File: src/lr_pkg.sv
// Shared types, constants and step functions for the line rasterizer.
package lr_pkg;

  localparam int MAX_SCREEN_DIM = 2048;
  localparam int COORD_W        = 11;
  localparam int IN_COORD_W     = 13;
  localparam int LIM_W          = 12;
  localparam int DEC_W          = 14;
  localparam int COLOR_W        = 32;
  localparam int CFG_ADDR_W     = 2;
  localparam int IN_DATA_W      = 120;
  localparam int OUT_DATA_W     = 56;
  localparam int OUT_USER_W     = 2;

  localparam logic ACT_START = 1'b0;
  localparam logic ACT_STEP  = 1'b1;

  localparam logic [CFG_ADDR_W-1:0] REG_SCREEN_WIDTH  = 2'd0;
  localparam logic [CFG_ADDR_W-1:0] REG_SCREEN_HEIGHT = 2'd1;

  typedef logic [COORD_W-1:0]         coord_t;
  typedef logic [COLOR_W-1:0]         color_t;
  typedef logic signed [DEC_W-1:0]    dec_t;
  typedef logic signed [IN_COORD_W-1:0] in_coord_t;
  typedef logic [LIM_W-1:0]           lim_t;

  typedef struct packed {
    logic   action;
    logic   reject;
    logic   steep;
    logic   rows_fall;
    coord_t x0;
    coord_t y0;
    coord_t x1;
    coord_t y1;
    coord_t major;
    coord_t minor;
    dec_t   decision;
    color_t c0;
    color_t c1;
  } item_t;

  typedef struct packed {
    logic   busy;
    coord_t cur_col;
    coord_t cur_row;
    coord_t stop_col;
    coord_t stop_row;
    dec_t   decision;
    coord_t major_delta;
    coord_t minor_delta;
    logic   steep;
    logic   rows_fall;
    color_t body_color;
    color_t final_color;
  } line_t;

  typedef struct packed {
    logic   pixel_valid;
    coord_t pixel_x;
    coord_t pixel_y;
    color_t pixel_color;
    logic   last_pixel;
    logic   rejected;
  } res_t;

  function automatic logic line_at_stop(input line_t s);
    return s.steep ? (s.cur_row == s.stop_row) : (s.cur_col == s.stop_col);
  endfunction

  // One Bresenham step along the major axis, with the minor move decided first.
  function automatic line_t line_advance(input line_t s);
    line_t  n;
    logic   gt;
    dec_t   d;
    coord_t row_step;
    n = s;
    if (!line_at_stop(s)) begin
      gt = (s.decision > 0);
      d  = s.decision + $signed({2'b00, s.minor_delta, 1'b0});
      if (gt) begin
        d = d - $signed({2'b00, s.major_delta, 1'b0});
      end
      row_step = s.rows_fall ? (s.cur_row - coord_t'(1)) : (s.cur_row + coord_t'(1));
      n.decision = d;
      if (s.steep) begin
        n.cur_row = row_step;
        if (gt) begin
          n.cur_col = s.cur_col + coord_t'(1);
        end
      end else begin
        n.cur_col = s.cur_col + coord_t'(1);
        if (gt) begin
          n.cur_row = row_step;
        end
      end
    end
    return n;
  endfunction

endpackage

File: src/lr_prep.sv
// Input register stage: screen registers, endpoint ordering, off-screen rejection and line setup.
module lr_prep (
  input  logic                          clk,
  input  logic                          rst_n,
  input  logic                          cfg_we,
  input  logic [lr_pkg::CFG_ADDR_W-1:0] cfg_addr,
  input  logic [lr_pkg::LIM_W-1:0]      cfg_wdata,
  input  logic                          in_valid,
  output logic                          in_ready,
  input  logic                          action,
  input  lr_pkg::in_coord_t             start_x,
  input  lr_pkg::in_coord_t             start_y,
  input  lr_pkg::in_coord_t             end_x,
  input  lr_pkg::in_coord_t             end_y,
  input  lr_pkg::color_t                start_color,
  input  lr_pkg::color_t                end_color,
  output logic                          item_valid,
  output lr_pkg::item_t                 item,
  input  logic                          core_ready
);

  localparam lr_pkg::lim_t LIM_MAX = lr_pkg::LIM_W'(lr_pkg::MAX_SCREEN_DIM);

  lr_pkg::lim_t  width_r;
  lr_pkg::lim_t  height_r;
  lr_pkg::item_t prep_r;
  lr_pkg::item_t prep_nxt;
  logic          prep_valid_r;

  lr_pkg::lim_t      w_eff;
  lr_pkg::lim_t      h_eff;
  logic              swap;
  lr_pkg::in_coord_t x0;
  lr_pkg::in_coord_t y0;
  lr_pkg::in_coord_t x1;
  lr_pkg::in_coord_t y1;
  lr_pkg::coord_t    dx;
  logic signed [lr_pkg::COORD_W:0] dy;
  logic signed [lr_pkg::COORD_W:0] dy_neg;
  lr_pkg::coord_t    ady;
  logic              steep;

  function automatic logic off_screen(input lr_pkg::in_coord_t v, input lr_pkg::lim_t lim);
    return v[lr_pkg::IN_COORD_W-1] || (v[lr_pkg::IN_COORD_W-2:0] >= lim);
  endfunction

  always_ff @(posedge clk) begin
    if (!rst_n) begin
      width_r  <= 12'd1024;
      height_r <= 12'd768;
    end else if (cfg_we) begin
      unique case (cfg_addr)
        lr_pkg::REG_SCREEN_WIDTH:  width_r  <= cfg_wdata;
        lr_pkg::REG_SCREEN_HEIGHT: height_r <= cfg_wdata;
        default: ;
      endcase
    end
  end

  assign in_ready = !prep_valid_r || core_ready;

  always_comb begin
    w_eff  = (width_r > LIM_MAX) ? LIM_MAX : width_r;
    h_eff  = (height_r > LIM_MAX) ? LIM_MAX : height_r;
    swap   = (end_x < start_x);
    x0     = swap ? end_x : start_x;
    y0     = swap ? end_y : start_y;
    x1     = swap ? start_x : end_x;
    y1     = swap ? start_y : end_y;
    dx     = x1[lr_pkg::COORD_W-1:0] - x0[lr_pkg::COORD_W-1:0];
    dy     = $signed({1'b0, y1[lr_pkg::COORD_W-1:0]}) - $signed({1'b0, y0[lr_pkg::COORD_W-1:0]});
    dy_neg = -dy;
    ady    = dy[lr_pkg::COORD_W] ? dy_neg[lr_pkg::COORD_W-1:0] : dy[lr_pkg::COORD_W-1:0];
    steep  = !(dx > ady);

    prep_nxt.action    = action;
    prep_nxt.reject    = off_screen(x0, w_eff) || off_screen(y0, h_eff) ||
                         off_screen(x1, w_eff) || off_screen(y1, h_eff);
    prep_nxt.steep     = steep;
    prep_nxt.rows_fall = dy[lr_pkg::COORD_W] || (dy == '0);
    prep_nxt.x0        = x0[lr_pkg::COORD_W-1:0];
    prep_nxt.y0        = y0[lr_pkg::COORD_W-1:0];
    prep_nxt.x1        = x1[lr_pkg::COORD_W-1:0];
    prep_nxt.y1        = y1[lr_pkg::COORD_W-1:0];
    prep_nxt.major     = steep ? ady : dx;
    prep_nxt.minor     = steep ? dx : ady;
    prep_nxt.decision  = $signed({2'b00, prep_nxt.minor, 1'b0}) -
                         $signed({3'b000, prep_nxt.major});
    prep_nxt.c0        = swap ? end_color : start_color;
    prep_nxt.c1        = swap ? start_color : end_color;
  end

  always_ff @(posedge clk) begin
    if (!rst_n) begin
      prep_valid_r <= 1'b0;
    end else if (in_ready) begin
      prep_valid_r <= in_valid;
    end
  end

  always_ff @(posedge clk) begin
    if (in_valid && in_ready) begin
      prep_r <= prep_nxt;
    end
  end

  assign item_valid = prep_valid_r;
  assign item       = prep_r;

endmodule

File: src/lr_engine.sv
// Line state, per-item step logic and the result register.
module lr_engine (
  input  logic          clk,
  input  logic          rst_n,
  input  logic          item_valid,
  input  lr_pkg::item_t item,
  output logic          core_ready,
  output logic          out_valid,
  input  logic          out_ready,
  output lr_pkg::res_t  res
);

  lr_pkg::line_t line_r;
  lr_pkg::line_t line_nxt;
  lr_pkg::line_t loaded;
  lr_pkg::res_t  res_r;
  lr_pkg::res_t  res_nxt;
  logic          out_valid_r;
  logic          take;

  assign core_ready = !out_valid_r || out_ready;
  assign take       = item_valid && core_ready;

  always_comb begin
    loaded.busy        = 1'b1;
    loaded.cur_col     = item.x0;
    loaded.cur_row     = item.y0;
    loaded.stop_col    = item.x1;
    loaded.stop_row    = item.y1;
    loaded.decision    = item.decision;
    loaded.major_delta = item.major;
    loaded.minor_delta = item.minor;
    loaded.steep       = item.steep;
    loaded.rows_fall   = item.rows_fall;
    loaded.body_color  = item.c0;
    loaded.final_color = item.c1;

    line_nxt = line_r;
    res_nxt  = '0;
    if (item.action == lr_pkg::ACT_START) begin
      if (item.reject) begin
        line_nxt.busy    = 1'b0;
        res_nxt.rejected = 1'b1;
      end else begin
        line_nxt            = lr_pkg::line_advance(loaded);
        res_nxt.pixel_valid = 1'b1;
        res_nxt.pixel_x     = item.x0;
        res_nxt.pixel_y     = item.y0;
        res_nxt.pixel_color = item.c0;
      end
    end else if (line_r.busy) begin
      res_nxt.pixel_valid = 1'b1;
      if (lr_pkg::line_at_stop(line_r)) begin
        line_nxt.busy       = 1'b0;
        res_nxt.pixel_x     = line_r.stop_col;
        res_nxt.pixel_y     = line_r.stop_row;
        res_nxt.pixel_color = line_r.final_color;
        res_nxt.last_pixel  = 1'b1;
      end else begin
        line_nxt            = lr_pkg::line_advance(line_r);
        res_nxt.pixel_x     = line_r.cur_col;
        res_nxt.pixel_y     = line_r.cur_row;
        res_nxt.pixel_color = line_r.body_color;
      end
    end
  end

  always_ff @(posedge clk) begin
    if (!rst_n) begin
      line_r <= '0;
    end else if (take) begin
      line_r <= line_nxt;
    end
  end

  always_ff @(posedge clk) begin
    if (!rst_n) begin
      out_valid_r <= 1'b0;
    end else if (core_ready) begin
      out_valid_r <= item_valid;
    end
  end

  always_ff @(posedge clk) begin
    if (take) begin
      res_r <= res_nxt;
    end
  end

  assign out_valid = out_valid_r;
  assign res       = res_r;

`ifndef SYNTHESIS
  a_last_ends_line: assert property (@(posedge clk) disable iff (!rst_n)
    (take && res_nxt.last_pixel) |=> !line_r.busy)
    else $error("line still busy after its last pixel");

  a_shallow_bounded: assert property (@(posedge clk) disable iff (!rst_n)
    (line_r.busy && !line_r.steep) |-> (line_r.cur_col <= line_r.stop_col))
    else $error("shallow line ran past its end column");

  a_rising_bounded: assert property (@(posedge clk) disable iff (!rst_n)
    (line_r.busy && line_r.steep && !line_r.rows_fall) |-> (line_r.cur_row <= line_r.stop_row))
    else $error("steep rising line ran past its end row");

  a_reject_no_pixel: assert property (@(posedge clk) disable iff (!rst_n)
    (out_valid_r && (res_r.rejected || res_r.last_pixel)) |->
      (res_r.rejected != res_r.pixel_valid))
    else $error("rejected result carries a pixel or last pixel lacks one");
`endif

endmodule

File: src/line_rasterizer_top.sv
// Top level of the Bresenham line rasterizer.
// The in_ channel takes one transaction per command. in_tuser is the action: a start
// transaction carries two endpoints and their colours in in_tdata, a step transaction asks
// for the next pixel of the current line. Every input transaction yields exactly one
// out_ transaction: a pixel (out_tuser[0] set), a rejection of an off-screen line
// (out_tuser[1] set) or an empty result for a step while no line is active. out_tlast
// marks the final endpoint pixel of a line.
// A transaction first passes the input register, where endpoints are ordered, checked
// against the screen and the deltas set up, and then the step logic, which writes the
// result register. One transaction is accepted every cycle while out_tready does not stall
// the result register; each step updates the decision term with a compare, an add and a subtract.
// When out_tready is low and a result is waiting, the result register holds. An empty
// input register still takes one further transaction; once it is full, in_tready stays
// low in the same cycle as out_tready until the result is taken.
// The user writes the screen size registers through cfg_we, cfg_addr and cfg_wdata while
// the block is idle; the block itself does not enforce this. Synchronous reset clears the
// line state, empties both registers and restores a 1024 by 768 screen.
module line_rasterizer_top (
  input  logic                          clk,
  input  logic                          rst_n,
  input  logic                          cfg_we,
  input  logic [lr_pkg::CFG_ADDR_W-1:0] cfg_addr,
  input  logic [lr_pkg::LIM_W-1:0]      cfg_wdata,
  input  logic                          in_tvalid,
  output logic                          in_tready,
  // start_x, start_y, end_x, end_y, start_color, end_color, zero fill
  input  logic [lr_pkg::IN_DATA_W-1:0]  in_tdata,
  // action
  input  logic                          in_tuser,
  output logic                          out_tvalid,
  input  logic                          out_tready,
  // pixel_x, pixel_y, pixel_color, zero fill
  output logic [lr_pkg::OUT_DATA_W-1:0] out_tdata,
  // pixel_valid, rejected
  output logic [lr_pkg::OUT_USER_W-1:0] out_tuser,
  output logic                          out_tlast
);

  logic          item_valid;
  lr_pkg::item_t item;
  logic          core_ready;
  lr_pkg::res_t  res;

  lr_prep u_prep (
    .clk         (clk),
    .rst_n       (rst_n),
    .cfg_we      (cfg_we),
    .cfg_addr    (cfg_addr),
    .cfg_wdata   (cfg_wdata),
    .in_valid    (in_tvalid),
    .in_ready    (in_tready),
    .action      (in_tuser),
    .start_x     (in_tdata[12:0]),
    .start_y     (in_tdata[25:13]),
    .end_x       (in_tdata[38:26]),
    .end_y       (in_tdata[51:39]),
    .start_color (in_tdata[83:52]),
    .end_color   (in_tdata[115:84]),
    .item_valid  (item_valid),
    .item        (item),
    .core_ready  (core_ready)
  );

  lr_engine u_engine (
    .clk        (clk),
    .rst_n      (rst_n),
    .item_valid (item_valid),
    .item       (item),
    .core_ready (core_ready),
    .out_valid  (out_tvalid),
    .out_ready  (out_tready),
    .res        (res)
  );

  assign out_tdata = {2'b00, res.pixel_color, res.pixel_y, res.pixel_x};
  assign out_tuser = {res.rejected, res.pixel_valid};
  assign out_tlast = res.last_pixel;

endmodule

File: config.mk
export PLATFORM = sky130hd
export DESIGN_NAME = line_rasterizer_top
export DESIGN_NICKNAME = d
export VERILOG_FILES = /design/src/lr_pkg.sv /design/src/lr_prep.sv /design/src/lr_engine.sv /design/src/line_rasterizer_top.sv
export SDC_FILE = /design/constraint.sdc
export NUM_CORES = 1
export LEC_CHECK = 0
export BUFFER_PORTS_ARGS = -buffer_cell sky130_fd_sc_hd__buf_2
export CORE_MARGIN = 2
export CORE_UTILIZATION = 50
export CTS_CLUSTER_DIAMETER = 120
export DETAILED_ROUTE_END_ITERATION = 6
export GPL_TIMING_DRIVEN = 0
export PLACE_DENSITY = 0.8
export SLEW_MARGIN = 20
export SYNTH_ARGS = -nofsm -noshare
export SYNTH_HDL_FRONTEND = slang
export SYNTH_HIERARCHICAL = 1
export SYNTH_SLANG_ARGS = --single-unit
File: constraint.sdc
create_clock -name clk -period 29 [get_ports clk]
set_clock_uncertainty 0.15 [all_clocks]
set_input_delay 2.9 -clock clk [delete_from_list [all_inputs] [get_ports clk]]
set_output_delay 2.9 -clock clk [all_outputs]
set_load 0.01 [all_outputs]
# Yosys cells after proc, flatten, opt, wreduce, memory -nomap -nowiden
# Cells that the tools add are included.
# word_totals
ff_bits	377
inputBits	140
out_inout_bits	61
elab_cells	132
# op_classes
n_addsub	14
order_cmp	10
n_eq_ne	10
mux	37
bitwise	2
reduce_logical	24
# op_table
op	n
$mux 147	2
$mux 146	2
$mux 55	2
$mux 11	9
$mux 22	3
$mux 32	2
$mux 56	1
$mux 54	1
$mux 13	4
$ge 12x12->1	4
$add 11x1->11 const B	4
$eq 11x11->1	4
$mux 14	3
$sub 14x13->14	2
$gt 12x12->1 const B	2
$mux 12	2
$sub 11x1->11 const B	2
$add 13x13->14	1
$add 14x13->14	1
$gt 14x1->1 const B	1
$gt 13x1->1 const B	1
$lt 13x13->1	1
$sub 12x11->13	1
$logic_not 12->1	1
19 further kinds	41

# Logic depth before layout (Yosys ltp)
# logic_depth
depth_word	8
mapped_depth	48
ltp_nobuf	43

# Hierarchy
# Netlist, hierarchy kept.
# modules_own_cells
module	instances	cells_per_inst	area_each_um2	seq_area_each_um2
lr_engine	1	1517	12645.9	4674.5
lr_prep	1	1215	11118.2	4884.7
line_rasterizer_top	1	3	18.8	0.0

# Worst setup path before layout
# OpenSTA, ideal clock, no wires.
# synth_timing
path_type	input to register
startpoint	input port in_tdata[6] (netlist bit)
endpoint	register u_prep.prep_r (netlist bit u_prep/item[74]), data pin
setup_ns	0.259
t_arrival_ns	10.921
required_ns	28.591
path_slack_ns	17.669
path_stages	47
path_buffers	6
cell_sequence	inv_1 -> ha_1 -> buf_2 -> a21oi_1 -> o211a_4 -> or3_1 -> nand3_2 -> buf_4 -> buf_1 -> clkbuf_1 -> clkbuf_1 -> nand2_1 -> nand2_1 -> inv_1 -> ha_1 -> and3_1 -> a2111oi_0 -> o211ai_1 -> [... 11 more ...] -> a21oi_1 -> and3b_1 -> nor3_1 -> a21boi_1 -> buf_2 -> nor2_1 -> a21oi_1 -> fa_1 -> a21oi_1 -> nor2_1 -> nor2_1 -> o21bai_1 -> a21oi_1 -> o21bai_1 -> a21oi_1 -> o21bai_1 -> a21oi_1 -> xnor2_1
# synth_rtl
element	line_no	rtl
start: declaration	line_rasterizer_top.sv:27	input logic [lr_pkg::IN_DATA_W-1:0] in_tdata,
end signal: assignment	lr_prep.sv:103	prep_r <= prep_nxt;
end: declaration	lr_prep.sv:26	lr_pkg::item_t prep_r;

==> flow_summary.ini <==
[synthesis]
synth-seq-cells = 376
yosysSeqAreaShare_pct = 40.19
postSynth.asyncResetShare_pct = 0
post_synth_and_or_nand_nor_area_fraction_pct = 19.74
yosys-mux-area-fraction_pct = 3.988
synth.top_cell.area_share_pct = 25.63
postSynth.topFlopCell = edfxtp_1
netlist_top_cells_area = edfxtp_1, dfxtp_1, nand2_1, ha_1, a21oi_1
synth_top_area_cell = edfxtp_1
synth-adder-area-share_pct = 8.596
count_of_flip_flops_with_a_built_in_enable_after_synthesis = 203
synth_top_family_by_area = simple AND/OR/NAND/NOR gates
synthesis.instances = 2735
syn-mean-instance-area_um2 = 8.696
synth_xor_xnor_area_share_pct = 5.219
syn_area_um2 = 23780
synth-compound-area-share_pct = 17.90
synthesis.yosys.warnings = 6
synthDistinctLibCells = 107

[power_and_ir_drop]
static_leakage_nw = 11.12
pwr-share-clk_pct = 23.0
power.switching_w = 0.0008992
p_comb_share_pct = 46.9
post-layout-total-power_w = 0.002298
power.density_nw_per_um2 = 85.21
cellInternalPower_w = 0.001399
vdd.ir_drop.worst_mv = 0.05216
switching_share_pct = 39.13
power.share.sequential_pct = 30.1

[die]
rows = 79
floorplan.initialDensity_pct = 50.87
die_w_um = 222.1
core_area_um2 = 46750
ios = 201
die_area_um2 = 49330
die-height_um = 222.1

[timing]
setup_slack_ns = 15.15
hold_viol_final = 0
grt_setup_unrepaired = false
post-route-min-period_ns = 13.85
timing.fmax_mhz = 72.20
finalSetupViolCount = 0
worst-slew-pin-transition_ns = 0.9997
tns_ns = 0
whs_ns = 0.3076
slew_headroom_pct = 33.35
fin_crit_sh_pct = 47.76
finalMaxSlewViolations = 0

[grt]
grt_pass1_wl_um = 114500
largest_net_degree_at_the_start_of_global_routing = 61
grt_antenna_before_repair = 3
grt_pass1_vias = 21067
gr-total-overflow = 0
globalRouteTotalUtil_pct = 29.23

[placement]
sum_of_net_half_perimeters_after_detailed_placement_um = 57520
place_ws_ns = 15.03
finalWeightedCongestion = 0.9734
placed_cells_incl_taps = 3538
place.port_buffers = 192

[route]
detail_route.wl_per_cell_um = 20.55
wl_um = 74270
detail_route.first_pass.iterations = 6
final_antenna_net_count = 0
via_total_after_detailed_routing = 21810
dr.first_iter.drc_count = 2572
post-route-drc-count = 0
drt-vias-per-instance = 6.033

[worst_setup_path]
cp_slowest_cell = clkbuf_1
timing.critical_path.to_type = flip-flop
worst-path-max-fanout = 10
critPathArrivalTime_ns = 14.06
reg2reg_setup_slack_ns = 25.01
worst_setup_path_endpoint = u_prep/item[76]
cpMostUsedCell = a21oi_1
startpoint_class_of_the_critical_path = input port
timing.rr.end = u_engine/line_r[100]
critical_path_cell_count = 48
rr_worst_depth = 16
critical_path_buf_inv_count = 11
cp_slowest_stage_delay_ns = 0.75
worst_setup_path_startpoint = in_tdata[7]
reg2reg_from = u_prep/item[65]
critical_path_required_ns = 29.21
crit_family = compound AO/OA/AOI/OAI gates
path_class = in -> reg

[cts]
cts_sinks = 376
clk_pin_slew_ns = 0.06
cts_tree = done
h_tree_depth = 2
postCtsSetupBuffers = 0
quantity_of_hold_fixing_buffers_added_after_cts = 0
insertion_delay_ns = 0.58
cts-resized-gates = 0
ctsRootBufferMaster = clkbuf_16
cts-root-to-sink-buffers = 3
cts_buffers = 40

[final_layout]
layout.cells.non_filler = 3615
final_common_cell = nand2_1
layout.cells.most_common_list = nand2_1, buf_2, a21oi_1
post_route_cells_drive_above_1_share_pct = 12.05
flow.area_growth_from_synthesis_pct = 13.41
finalNetCount = 3269

[worst_hold_path]
hold_path_depth = 2
hold_path_class = reg -> reg

[outcome]
run_status = finished, final reports clean

[job]
drv.max_cap_violation_count = 0
==> worst min path at each step <==
stage | from | end
floorplan | u_engine/line_r[32] | u_engine/line_r[32]
global placement | u_engine/line_r[63] | u_engine/line_r[63]
detailed placement | u_engine/line_r[19] | u_engine/line_r[19]
CTS | u_engine/line_r[47] | u_engine/line_r[47]
global route | u_engine/line_r[54] | u_engine/line_r[54]
finish | u_engine/line_r[47] | u_engine/line_r[47]
==> layer usage <==
layer / vias up / GRT usage, % / share of wire, %
met3: 187 / 4.479 / 8.9
met1: 10337 / 38.65 / 41
met4: 0 / 12.82 / 4.1
li1: 10133 / - / -
met2: 1153 / 47.54 / 45
met5: - / 0 / 0
==> registers in the layout, indices dropped and copies added (netlist names) <==
name and flops:
u_prep/item 146, u_prep/item_valid 1, u_prep/height_r 12, u_prep/width_r 12, u_engine/res 57, u_engine/out_valid 1, u_engine/line_r 147
==> tightest hold or removal path, delay by kind of cell, from the launching register on <==
kind / cells / cell delay, ns
flops: 1 / 0.31
compound gates: 1 / 0.05
simple gates: 1 / 0.05
==> cells in the mapped netlist, types with 10 or more instances <==
cell,instances
a211oi_1,12
a21boi_0,24
a21o_1,45
a21oi_1,212
a22oi_1,10
a31oi_1,20
and2_1,12
and3_1,15
buf_2,24
buf_4,12
clkbuf_1,85
dfxtp_1,173
edfxtp_1,203
ha_1,149
inv_1,106
mux2i_1,82
nand2_1,698
nand2b_1,36
nand3_1,44
nand4_1,20
nor2_1,106
nor2b_1,38
nor3_1,34
nor4_1,21
o211ai_1,16
o21a_1,17
o21ai_0,157
o21bai_1,11
o221ai_1,10
o22ai_1,17
xnor2_1,84
xor2_1,54
==> power groups by stage <==
stage / Clock (W) / Combinational, W / Sequential [W]
2_1_floorplan: 0 / 0.000809 / 0.000682
3_3_place_gp: 0 / 0.000988 / 0.000701
3_5_place_dp: 0 / 0.00104 / 0.000700
4_1_cts: 0.000534 / 0.00105 / 0.000689
5_1_grt: 0.000552 / 0.00118 / 0.000695
6_report: 0.000529 / 0.00108 / 0.000691
==> per-stage QoR <==
| step | instance area [um2] | util [%] |
|---|---|---|
| 2_1_floorplan | 23790 | - |
| 4_1_cts | 26960 | 57.67 |
| 3_5_place_dp | 25590 | 54.73 |
| 5_1_grt | 26970 | 57.68 |
| 6_report | 26970 | 57.69 |
| 3_3_place_gp | 25510 | 54.56 |
==> layout make-up <==
| type | count | area, um2 |
|---|---|---|
| clock inverters | 17 | 251.5 |
| diodes | 3 | 7.507 |
| fillers | 3966 | 19780 |
| flip-flops and latches | 376 | 9559 |
| inverters | 107 | 404.1 |
| clock buffers | 57 | 1125 |
| plain buffers | 134 | 630.6 |
| well taps | 607 | 759.5 |
| multi-input cells | 2119 | 13200 |
| repair buffers | 195 | 1036 |
==> kinds of logic after synthesis <==
logic type | Yosys count
flip-flops | 376
buffers and inverters | 241
AO/OA/AOI/OAI | 654
AND/OR/NAND/NOR | 1070
other | 1
XOR/XNOR | 140
multiplexers | 93
adder cells (fa/ha/maj) | 160
Note: power is estimated with default switching activity, not from simulation.
